--- src/seedsequence_pcg64_first_draw_assert.svh ---
// assertion macros for the seeded pcg64 first-draw block
// included by the rtl modules that carry checks; no other dependencies
`ifndef SEEDSEQUENCE_PCG64_FIRST_DRAW_ASSERT_SVH
`define SEEDSEQUENCE_PCG64_FIRST_DRAW_ASSERT_SVH
`ifndef SYNTHESIS
`define SSPCG_ASSERT(lbl, clk, rstn, prop) \
    lbl: assert property (@(posedge clk) disable iff (!rstn) prop) \
        else $error("sspcg assertion failed");
`define SSPCG_ASSERT_RST(lbl, clk, prop) \
    lbl: assert property (@(posedge clk) prop) \
        else $error("sspcg reset assertion failed");
`else
`define SSPCG_ASSERT(lbl, clk, rstn, prop)
`define SSPCG_ASSERT_RST(lbl, clk, prop)
`endif
`endif

--- src/sspcg_pkg.sv ---
// shared types, constants and hash helpers for the seeded pcg64 first-draw block
// no dependencies
package sspcg_pkg;

    typedef logic [31:0]       t_w32;
    typedef logic [3:0][31:0]  t_pool;
    typedef logic [127:0]      t_u128;

    localparam t_w32 HASH_INIT_A = 32'h43b0d7e5;
    localparam t_w32 HASH_MULT_A = 32'h931e8875;
    localparam t_w32 HASH_INIT_B = 32'h8b51f9dd;
    localparam t_w32 HASH_MULT_B = 32'h58f38ded;
    localparam t_w32 MIX_LEFT    = 32'hca01f9dd;
    localparam t_w32 MIX_RIGHT   = 32'h4973f715;
    localparam t_u128 LCG_MULT   = {64'd2549297995355413924, 64'd4865540595714422341};

    // hash constant after k updates
    function automatic t_w32 hc_at(input t_w32 init, input t_w32 mult, input int k);
        t_w32 h;
        h = init;
        for (int i = 0; i < k; i++) begin
            h = h * mult;
        end
        return h;
    endfunction

    function automatic t_w32 xs16(input t_w32 t);
        return t ^ (t >> 16);
    endfunction

    // destination word of the j-th mix in row s
    function automatic logic [1:0] row_dst(input int s, input int j);
        return (j < s) ? 2'(j) : 2'(j + 1);
    endfunction

    function automatic t_w32 lcg_limb(input int j);
        return LCG_MULT[32*j +: 32];
    endfunction

endpackage

--- src/seedsequence_pcg64_first_draw.sv ---
// a request passes the input hash, the mix rows, the output hash, the lcg steps and the output register
// throughput: one request per cycle; a held result stalls the whole pipeline in place
// the path is set by the pool cross-mix (two stages per row) and two 3-stage lcg steps
// reset: synchronous, active low; clears the valid bits only, data registers keep values
// depends on sspcg_pkg, sspcg_mix_row, sspcg_lcg and the assertion macro header
module seedsequence_pcg64_first_draw (
    input  logic        i_clk,
    input  logic        i_rst_n,
    input  logic        i_valid,
    output logic        o_ready,
    input  logic [63:0] i_seed,
    output logic        o_valid,
    input  logic        i_ready,
    output logic [63:0] o_random_word,
    output logic [52:0] o_uniform_fraction
);
    import sspcg_pkg::*;
`include "seedsequence_pcg64_first_draw_assert.svh"

    logic   adv;
    logic   r_v1, r_vb, r_vw, r_vo;
    t_w32   r_p1 [4];
    t_pool  ent, pool1;
    t_pool  pool_r [5];
    logic   vld_r [5];
    t_w32   r_st [8];
    logic [63:0] w [4];
    t_u128  init, inc;
    t_u128  r_s2, r_inc;
    logic   vld_l0, vld_l1;
    t_u128  st_l0, st_l1;
    logic [63:0] folded;
    logic [5:0]  rot;
    logic [127:0] dbl;
    logic [63:0] r_word;

    assign adv     = !r_vo || i_ready;
    assign o_ready = adv;

    assign ent = {32'd0, 32'd0, i_seed[63:32], i_seed[31:0]};

    always_ff @(posedge i_clk) begin
        if (!i_rst_n) begin
            r_v1 <= 1'b0;
            r_vb <= 1'b0;
            r_vw <= 1'b0;
            r_vo <= 1'b0;
        end else if (adv) begin
            r_v1 <= i_valid;
            r_vb <= vld_r[4];
            r_vw <= r_vb;
            r_vo <= vld_l1;
        end
    end

    always_ff @(posedge i_clk) begin
        if (adv) begin
            for (int i = 0; i < 4; i++) begin
                r_p1[i] <= (ent[i] ^ hc_at(HASH_INIT_A, HASH_MULT_A, i))
                           * hc_at(HASH_INIT_A, HASH_MULT_A, i + 1);
            end
        end
    end

    always_comb begin
        for (int i = 0; i < 4; i++) begin
            pool1[i] = xs16(r_p1[i]);
        end
    end

    assign pool_r[0] = pool1;
    assign vld_r[0]  = r_v1;

    for (genvar g = 0; g < 4; g++) begin : g_row
        sspcg_mix_row #(
            .ROW(g)
        ) u_row (
            .i_clk  (i_clk),
            .i_rst_n(i_rst_n),
            .i_en   (adv),
            .i_vld  (vld_r[g]),
            .i_pool (pool_r[g]),
            .o_vld  (vld_r[g+1]),
            .o_pool (pool_r[g+1])
        );
    end

    // eight output hashes and the first lcg step folded with the add of the initial state
    always_ff @(posedge i_clk) begin
        if (adv) begin
            for (int i = 0; i < 8; i++) begin
                r_st[i] <= (pool_r[4][i % 4] ^ hc_at(HASH_INIT_B, HASH_MULT_B, i))
                           * hc_at(HASH_INIT_B, HASH_MULT_B, i + 1);
            end
            r_s2  <= inc + init;
            r_inc <= inc;
        end
    end

    always_comb begin
        for (int k = 0; k < 4; k++) begin
            w[k] = {xs16(r_st[2*k+1]), xs16(r_st[2*k])};
        end
        init = {w[0], w[1]};
        inc  = {w[2][62:0], w[3], 1'b1};
    end

    sspcg_lcg u_lcg0 (
        .i_clk  (i_clk),
        .i_rst_n(i_rst_n),
        .i_en   (adv),
        .i_vld  (r_vw),
        .i_state(r_s2),
        .i_inc  (r_inc),
        .o_vld  (vld_l0),
        .o_state(st_l0)
    );

    // increment is a per-item constant; the r_inc_d registers carry it alongside the first step to the second
    t_u128 r_inc_d [3];
    always_ff @(posedge i_clk) begin
        if (adv) begin
            r_inc_d[0] <= r_inc;
            r_inc_d[1] <= r_inc_d[0];
            r_inc_d[2] <= r_inc_d[1];
        end
    end

    sspcg_lcg u_lcg1 (
        .i_clk  (i_clk),
        .i_rst_n(i_rst_n),
        .i_en   (adv),
        .i_vld  (vld_l0),
        .i_state(st_l0),
        .i_inc  (r_inc_d[2]),
        .o_vld  (vld_l1),
        .o_state(st_l1)
    );

    // xsl-rr output: fold the halves, rotate right by the top six state bits
    assign folded = st_l1[127:64] ^ st_l1[63:0];
    assign rot    = st_l1[127:122];
    assign dbl    = {folded, folded} >> rot;

    always_ff @(posedge i_clk) begin
        if (adv) begin
            r_word <= dbl[63:0];
        end
    end

    assign o_valid            = r_vo;
    assign o_random_word      = r_word;
    assign o_uniform_fraction = r_word[63:11];

    `SSPCG_ASSERT_RST(a_reset_clears_out, i_clk, !i_rst_n |=> !o_valid)
    `SSPCG_ASSERT(a_stall_only_when_held, i_clk, i_rst_n, !o_ready |-> (o_valid && !i_ready))
    `SSPCG_ASSERT(a_out_follows_lcg, i_clk, i_rst_n, adv |=> (r_vo == $past(vld_l1)))
    `SSPCG_ASSERT(a_zero_rotation, i_clk, i_rst_n,
        (adv && rot == 6'd0) |=> (r_word == $past(folded)))

endmodule

--- src/sspcg_mix_row.sv ---
// one row of the pool cross-mix: hash of the source word, then mix into the other three
// two register stages; uses sspcg_pkg
module sspcg_mix_row #(
    parameter int ROW = 0
) (
    input  logic             i_clk,
    input  logic             i_rst_n,
    input  logic             i_en,
    input  logic             i_vld,
    input  sspcg_pkg::t_pool i_pool,
    output logic             o_vld,
    output sspcg_pkg::t_pool o_pool
);
    import sspcg_pkg::*;

    localparam int BASE = 4 + 3 * ROW;

    logic       r_vld_a, r_vld_b;
    t_w32       r_h  [3];
    t_w32       r_la [3];
    t_w32       r_rb [3];
    t_w32       r_lb [3];
    t_w32       r_ps_a, r_ps_b;

    always_ff @(posedge i_clk) begin
        if (!i_rst_n) begin
            r_vld_a <= 1'b0;
            r_vld_b <= 1'b0;
        end else if (i_en) begin
            r_vld_a <= i_vld;
            r_vld_b <= r_vld_a;
        end
    end

    always_ff @(posedge i_clk) begin
        if (i_en) begin
            for (int j = 0; j < 3; j++) begin
                r_h[j]  <= (i_pool[2'(ROW)] ^ hc_at(HASH_INIT_A, HASH_MULT_A, BASE + j))
                           * hc_at(HASH_INIT_A, HASH_MULT_A, BASE + j + 1);
                r_la[j] <= MIX_LEFT * i_pool[row_dst(ROW, j)];
                r_rb[j] <= MIX_RIGHT * xs16(r_h[j]);
                r_lb[j] <= r_la[j];
            end
            r_ps_a <= i_pool[2'(ROW)];
            r_ps_b <= r_ps_a;
        end
    end

    always_comb begin
        o_pool         = '0;
        o_pool[2'(ROW)] = r_ps_b;
        for (int j = 0; j < 3; j++) begin
            o_pool[row_dst(ROW, j)] = xs16(r_lb[j] - r_rb[j]);
        end
    end

    assign o_vld = r_vld_b;

endmodule

--- src/sspcg_lcg.sv ---
// one 128-bit lcg step, state * multiplier + increment, over 32-bit limb products
// three register stages; uses sspcg_pkg
module sspcg_lcg (
    input  logic             i_clk,
    input  logic             i_rst_n,
    input  logic             i_en,
    input  logic             i_vld,
    input  sspcg_pkg::t_u128 i_state,
    input  sspcg_pkg::t_u128 i_inc,
    output logic             o_vld,
    output sspcg_pkg::t_u128 o_state
);
    import sspcg_pkg::*;

    logic        r_vld_p, r_vld_c, r_vld_s;
    logic [63:0] r_c0;
    logic [63:0] r_c1 [2];
    logic [63:0] r_c2 [3];
    logic [31:0] r_c3 [4];
    logic [63:0] r_s0;
    logic [64:0] r_s1;
    logic [65:0] r_s2;
    logic [31:0] r_s3;
    t_u128       r_inc_p, r_inc_c;
    t_u128       r_state;

    always_ff @(posedge i_clk) begin
        if (!i_rst_n) begin
            r_vld_p <= 1'b0;
            r_vld_c <= 1'b0;
            r_vld_s <= 1'b0;
        end else if (i_en) begin
            r_vld_p <= i_vld;
            r_vld_c <= r_vld_p;
            r_vld_s <= r_vld_c;
        end
    end

    always_ff @(posedge i_clk) begin
        if (i_en) begin
            // limb products, grouped by column; the top column only keeps its low half
            r_c0 <= 64'(i_state[31:0]) * 64'(lcg_limb(0));
            for (int k = 0; k < 2; k++) begin
                r_c1[k] <= 64'(i_state[32*k +: 32]) * 64'(lcg_limb(1 - k));
            end
            for (int k = 0; k < 3; k++) begin
                r_c2[k] <= 64'(i_state[32*k +: 32]) * 64'(lcg_limb(2 - k));
            end
            for (int k = 0; k < 4; k++) begin
                r_c3[k] <= i_state[32*k +: 32] * lcg_limb(3 - k);
            end
            r_inc_p <= i_inc;

            r_s0    <= r_c0;
            r_s1    <= 65'(r_c1[0]) + 65'(r_c1[1]);
            r_s2    <= 66'(r_c2[0]) + 66'(r_c2[1]) + 66'(r_c2[2]);
            r_s3    <= r_c3[0] + r_c3[1] + r_c3[2] + r_c3[3];
            r_inc_c <= r_inc_p;

            r_state <= 128'(r_s0) + (128'(r_s1) << 32) + (128'(r_s2) << 64)
                       + {r_s3, 96'd0} + r_inc_c;
        end
    end

    assign o_vld   = r_vld_s;
    assign o_state = r_state;

endmodule

--- config.mk ---
export PLATFORM = sky130hd
export DESIGN_NAME = seedsequence_pcg64_first_draw
export DESIGN_NICKNAME = d
export VERILOG_FILES = /design/src/sspcg_pkg.sv /design/src/seedsequence_pcg64_first_draw.sv /design/src/sspcg_mix_row.sv /design/src/sspcg_lcg.sv
export VERILOG_INCLUDE_DIRS = /design/src /design/src/src
export SDC_FILE = /design/constraint.sdc
export NUM_CORES = 1
export LEC_CHECK = 0
export ABC_AREA = 1
export BUFFER_PORTS_ARGS = -buffer_cell sky130_fd_sc_hd__buf_2
export CORE_MARGIN = 3
export CORE_UTILIZATION = 34
export DETAILED_ROUTE_END_ITERATION = 8
export MAX_ROUTING_LAYER = met4
export PLACE_DENSITY = 0.86
export SYNTH_ARGS = -nofsm -noshare
export SYNTH_HDL_FRONTEND = slang
export SYNTH_SLANG_ARGS = --single-unit
--- constraint.sdc ---
create_clock -name i_clk -period 1.2 [get_ports i_clk]
set_input_delay 0.18 -clock i_clk [delete_from_list [all_inputs] [get_ports i_clk]]
set_output_delay 0.18 -clock i_clk [all_outputs]
set_load 0.01 [all_outputs]
## After elaboration in Yosys (flattened, before gate mapping)

Memories as Yosys holds them, arrays and structs flattened. A register that Yosys moved wholly into a read port is not among the register bits.
Index checks and enable logic that the tools add are counted.

- Memories: 23
- Bits in latches: 0
- Memory bits (writable): 3008
- Input port bits: 68
- Register bits: 1681
- Memory bits (read-only): 0
- Output and inout port bits: 119

- Divide/modulo/power cells: 0
- Multiplexer cells: 2
- Shift operators: 1
- Multiply operators: 57
- Magnitude comparators: 0
- Reductions and logical operators: 2
- Add/subtract/negate cells: 31
- Bitwise gates (word level): 49
- Equality and inequality tests: 0

Memories:

| memory | words | bits a word | rd ports | clocked after memory_dff | wr ports | RTL line | source |
|---|---|---|---|---|---|---|---|
| r_inc_d | 3 | 128 | 3 | 1 | 3 | seedsequence_pcg64_first_draw.sv:120 | `t_u128 r_inc_d [3];` |
| r_st | 8 | 32 | 8 | 0 | 8 | seedsequence_pcg64_first_draw.sv:26 | `t_w32 r_st [8];` |
| u_lcg0.r_c2 | 3 | 64 | 3 | 0 | 3 | sspcg_lcg.sv:18 | `logic [63:0] r_c2 [3];` |
| u_lcg1.r_c2 | 3 | 64 | 3 | 0 | 3 | sspcg_lcg.sv:18 |  |
| r_p1 | 4 | 32 | 4 | 0 | 4 | seedsequence_pcg64_first_draw.sv:22 | `t_w32 r_p1 [4];` |
| u_lcg0.r_c1 | 2 | 64 | 2 | 0 | 2 | sspcg_lcg.sv:17 | `logic [63:0] r_c1 [2];` |
| 17 more memories | n/a | n/a | n/a | n/a | n/a | n/a |  |

Operators with widths:

| kind | count |
|---|---|
| XOR 32 x 16 -> 32 bit | 27 |
| multiplier 31 x 32 -> 32 bit, first input constant | 23 |
| adder 128 bit | 5 |
| multiplier 32 x 32 -> 64 bit, second input constant | 6 |
| subtractor 32 bit | 10 |
| multiplier 32 x 32 -> 32 bit, second input constant | 9 |
| adder 64 bit | 4 |
| adder 98 x 128 -> 128 bit | 2 |
| multiplier 32 x 29 -> 61 bit, second input constant | 4 |
| adder 64 x 97 -> 98 bit | 2 |
| adder 32 bit | 6 |
| XOR 32 x 16 -> 32 bit, both inputs constant | 6 |
| multiplier 32 x 31 -> 32 bit, second input constant | 5 |
| adder 64 x 64 -> 65 bit | 2 |
| right shift 128 x 6 -> 64 bit | 1 |
| multiplier 32 x 27 -> 59 bit, second input constant | 2 |
| multiplier 32 x 30 -> 32 bit, second input constant | 3 |
| multiplier 32 x 27 -> 30 bit, second input constant | 2 |
| multiplier 32 x 29 -> 30 bit, second input constant | 2 |
| XOR 64 bit | 1 |
| NOT 17 bit | 2 |
| multiplier 32 x 24 -> 32 bit, second input constant | 1 |
| NOT 16 bit | 2 |
| XOR 31 x 16 -> 31 bit | 1 |
| 11 further kinds | 14 |

## Depth between registers and ports, before layout

An unclocked memory read counts as a cell.

- Depth after elaboration: 5
- Gate-level depth with buffers: 6

## Hierarchy

From an unflattened synthesis, not the netlist that was laid out.

- Cells, all modules: 78750
- Area, all modules: 727223.7 um^2

Modules (own cells, without submodules):

| module | area each (um^2) | cells each | instances | sequential area each (um^2) |
|---|---|---|---|---|
| sspcg_lcg at u_lcg1 | 198892.0 | 21976 | 1 | 32671.3 |
| sspcg_lcg at u_lcg0 | 196044.3 | 21062 | 1 | 32671.3 |
| seedsequence_pcg64_first_draw | 127803.8 | 13767 | 1 | 30259.0 |
| sspcg_mix_row at g_row[0].u_row | 102603.4 | 10848 | 1 | 13312.8 |
| sspcg_mix_row at g_row[1].u_row | 99783.2 | 10813 | 1 | 13312.8 |
| sspcg_mix_row at g_row[2].u_row ... | 1048.5 | 142 | 2 | 40.0 |

## Worst setup path before layout

OpenSTA, ideal clock, no wires.

- Path type: register to register
- Start point: reg r_vo, in the netlist o_valid
- End point: reg g_row[0].u_row.r_vld_a
- Setup time: 0.064 ns
- Data arrival time: 0.955 ns
- Path buffers: 2
- Cell stages (with the launch flop): 7
- Required time: 1.136 ns
- Slack: 0.181 ns
- Path through: dfxtp_1 -> buf_6 -> inv_2 -> nor2_4 -> buf_6 -> nor2_1 -> nor2_1

- Cells in the longest elaborated chain, start to end: 2

RTL lines:

| item | RTL line | source |
|---|---|---|
| start, declared | seedsequence_pcg64_first_draw.sv:21 | `logic r_v1, r_vb, r_vw, r_vo;` |
| start signal, assigned | seedsequence_pcg64_first_draw.sv:52 | `r_vo <= vld_l1;` |
| zero test 1 bit | seedsequence_pcg64_first_draw.sv:37 | `assign adv = !r_vo \|\| i_ready;` |
| logical OR 1 bit | seedsequence_pcg64_first_draw.sv:37 |  |
| end signal, assigned | sspcg_mix_row.sv:30 | `r_vld_a <= i_vld;` |
| end, declared | sspcg_mix_row.sv:18 | `logic r_vld_a, r_vld_b;` |

Every way passes these cells.
A chain may end at the register's enable or synchronous reset.

## Final worst setup path

- Start point: reg r_vo, in the netlist o_valid
- End point: out o_valid

RTL lines:

| item | RTL line | source |
|---|---|---|
| end, declared | seedsequence_pcg64_first_draw.sv:12 | `output logic o_valid,` |

No word-level cell between the ends.

==> flow_summary_export.csv <==
group,metric,value,unit
pwr,p_leak,0.717,nW
placed_design,gp_congestion,0.697,
worst_setup_path,worst_setup_path_start_kind,"flop",
final_layout,drive_gt1_frac,0.0633,
min_path,holdPathEnd,"r_v1",
worst_setup_path,startpoint,"o_valid",
sta,hold_violations,0,
sta,rsz0062_at_grt,"no",
drt,antenna_left,0,
drt,drtPass1Iterations,4,
grt,grt-ovfl-total,0,
worst_setup_path,arrival,0.89,ns
floorplan,rows,24,
cts,clock_sinks,18,
logic_synthesis,synth-seq-cells,18,
drt,post_drt_wl_per_cell,6.82,um
worst_setup_path,crit_required,1.02,ns
floorplan,die-area,5750,um^2
worst_setup_path,path_depth,2,
cts,cts_hold_buf,0,
final_layout,fin_nets,307,
drt,drt_wl_total,2060,um
sta,max_freq,934,MHz
worst_setup_path,end_kind,"primary output",
grt,grt_pass1_wl,2510,um
worst_setup_path,path_class,"reg -> out",
worst_setup_path,r2r_start,"o_valid",
sta,fin_crit,1.07,ns
logic_synthesis,synth_cells,233,
final_layout,multi_input_area,738,um^2
worst_setup_path,r2r-end,"r_vw",
cts,cts_root_buffer,"clkbuf_8",
placed_design,hpwl,1610,um
logic_synthesis,yosysWarningCount,0,
placed_design,place_inst,296,
placed_design,place_ws,0.185,ns
sta,timing.final.ws_setup,0.130,ns
sta,finalSetupViolations,0,
final_layout,final_common_cell,"conb_1",
floorplan,initial_core_util,0.366,
floorplan,die_y,75.9,um
sta,hold-worst-slack,0.183,ns
final_layout,layout_common_cells,"conb_1, nor2_1, nand2_1, dfxtp_1",
grt,antenna_found_initial,0,
pwr,ir_drop,0.388,mV
floorplan,die_w,75.9,um
placed_design,postPlaceCellArea,1280,um^2
worst_setup_path,critPathSlowestCell,"dfxtp_1",
sta,setup-tns-final,0,ns
cts,clk_latency,0.25,ns
sta,slew_viol_final,0,
worst_setup_path,cp_top_family,"flip-flops",
min_path,min_from,"i_valid",
cts,clockBufferDepth,2,
cts,cts_tree,"done",
floorplan,ioPinCount,187,
drt,vias_per_cell,3.14,
logic_synthesis,synth_area,1660,um^2
grt,grt_max_degree,19,
drt,drc,0,
grt,grtUsageTotal,0.0601,
final_layout,seqCellArea,360,um^2
sta,skew,0.00351,ns
floorplan,fp.coreArea,4530,um^2
logic_synthesis,syn_avg_cell_area,7.12,um^2
sta,min_period_over_period,0.892,
final_layout,n_fill_cell,490,
pwr,p_total,1.23,mW
worst_setup_path,max_stage_delay,0.37,ns
worst_setup_path,cp_max_fo,6,
cts,cts_buffers,3,
final_layout,antenna_cells,0,
worst_setup_path,crit_chain,"buf_6 > buf_2",
worst_setup_path,r2r_cells,4,
drt,drt_iter0_markers,10,
min_path,holdPathStages,3,
run,max_cap_violations,0,
cts,path_clk_slew,0.06,ns
final_layout,final_area,1350,um^2
logic_synthesis,yosysSeqAreaShare,0.217,
final_layout,final_cells,302,
final_layout,fin_util,0.298,
min_path,hold_class,"in -> reg",
pwr,p_per_area,908,nW/um^2
grt,grt_pass1_vias,590,
run_status,status,"finished, final reports clean",
placed_design,io_buffers,5,
final_layout,area_delta_synth_final,-18.6,%
cts,cts.htree.levels,1,
logic_synthesis,synth_cell_types,13,
worst_setup_path,crit_buf_inv,2,
worst_setup_path,rrSetupSlack,0.19,ns
drt,via_count,947,
[repair_timing]
action / 4_1_cts / 5_1_grt
setup buffers: 0 / 3
gates resized for setup: 1 / 0
endpoints found under the setup margin: 1 / 1
[cell usage after synthesis]
master / number / area, um^2
buf_6: 2 / 22.5
a21boi_0: 1 / 7.51
nor2_4: 1 / 11.3
nor2_1: 34 / 128
inv_1: 17 / 63.8
nand2_1: 18 / 67.6
buf_2: 3 / 15.0
dfxtp_1: 18 / 360
clkbuf_2: 1 / 5.00
conb_1: 2 / 7.51
nand3_1: 17 / 85.1
inv_2: 2 / 7.51
buf_4: 117 / 878
[worst max path at each step]
stage / end / slack [ns]
2_1_floorplan: g_row[0].u_row.r_vld_a / 0.18
3_3_place_gp: o_ready / 0.21
3_5_place_dp: o_ready / 0.18
4_1_cts: o_valid / 0.03
5_1_grt: r_v1 / 0.06
6_report: o_valid / 0.13
[layer usage]
layer,vias up,GRT usage,part of all wire
met1,384,0.0710,0.33
met4,0,0.0408,0.022
met5,-,-,0
met3,5,0.0172,0.18
met2,92,0.0875,0.46
li1,466,-,-
[state kept, by name (all words and copies together) (netlist names)]
| signal | count |
|---|---|
| u_lcg1.r_vld_c | 1 |
| g_row.u_row.o_vld | 4 |
| g_row.u_row.r_vld_a | 4 |
| u_lcg0.o_vld | 1 |
| o_valid | 1 |
| u_lcg1.o_vld | 1 |
| u_lcg0.r_vld_p | 1 |
| u_lcg1.r_vld_p | 1 |
| u_lcg0.r_vld_c | 1 |
| r_vb | 1 |
| r_vw | 1 |
| r_v1 | 1 |
[worst reg2reg max path, stage by stage (launching register included)]
cell,delay (ns)
dfxtp_1,0.37
inv_2,0.06
nor2_4,0.32
nor2_1,0.08
nor2_1,0.11
[cells by family (layout without fill, tap and decap cells)]
logic type | Yosys count | in the layout | synth area share
AO/OA/AOI/OAI | 1 | 1 | 0.00453
other | 2 | 117 | 0.00453
buffers and inverters | 142 | 31 | 0.598
flip-flops | 18 | 18 | 0.217
AND/OR/NAND/NOR | 70 | 70 | 0.176
[report_power, final]
| part | internal [mW] | switching, mW | total, mW | leakage [nW] |
|---|---|---|---|---|
| clock network | 0.223 | 0.182 | 0.405 | 0.0216 |
| registers | 0.604 | 0.00324 | 0.607 | 0.146 |
| logic | 0.0154 | 0.200 | 0.216 | 0.550 |
[layout make-up]
| class | count | share of cell area |
|---|---|---|
| Multi-Input combinational cell | 188 | 0.546 |
| Sequential cell | 18 | 0.267 |
| Tap cell | 65 | 0.0602 |
| Inverter | 19 | 0.0528 |
| Timing Repair Buffer | 9 | 0.0435 |
| Clock buffer | 3 | 0.0306 |
No activity file was read; power rests on OpenSTA's default activity.
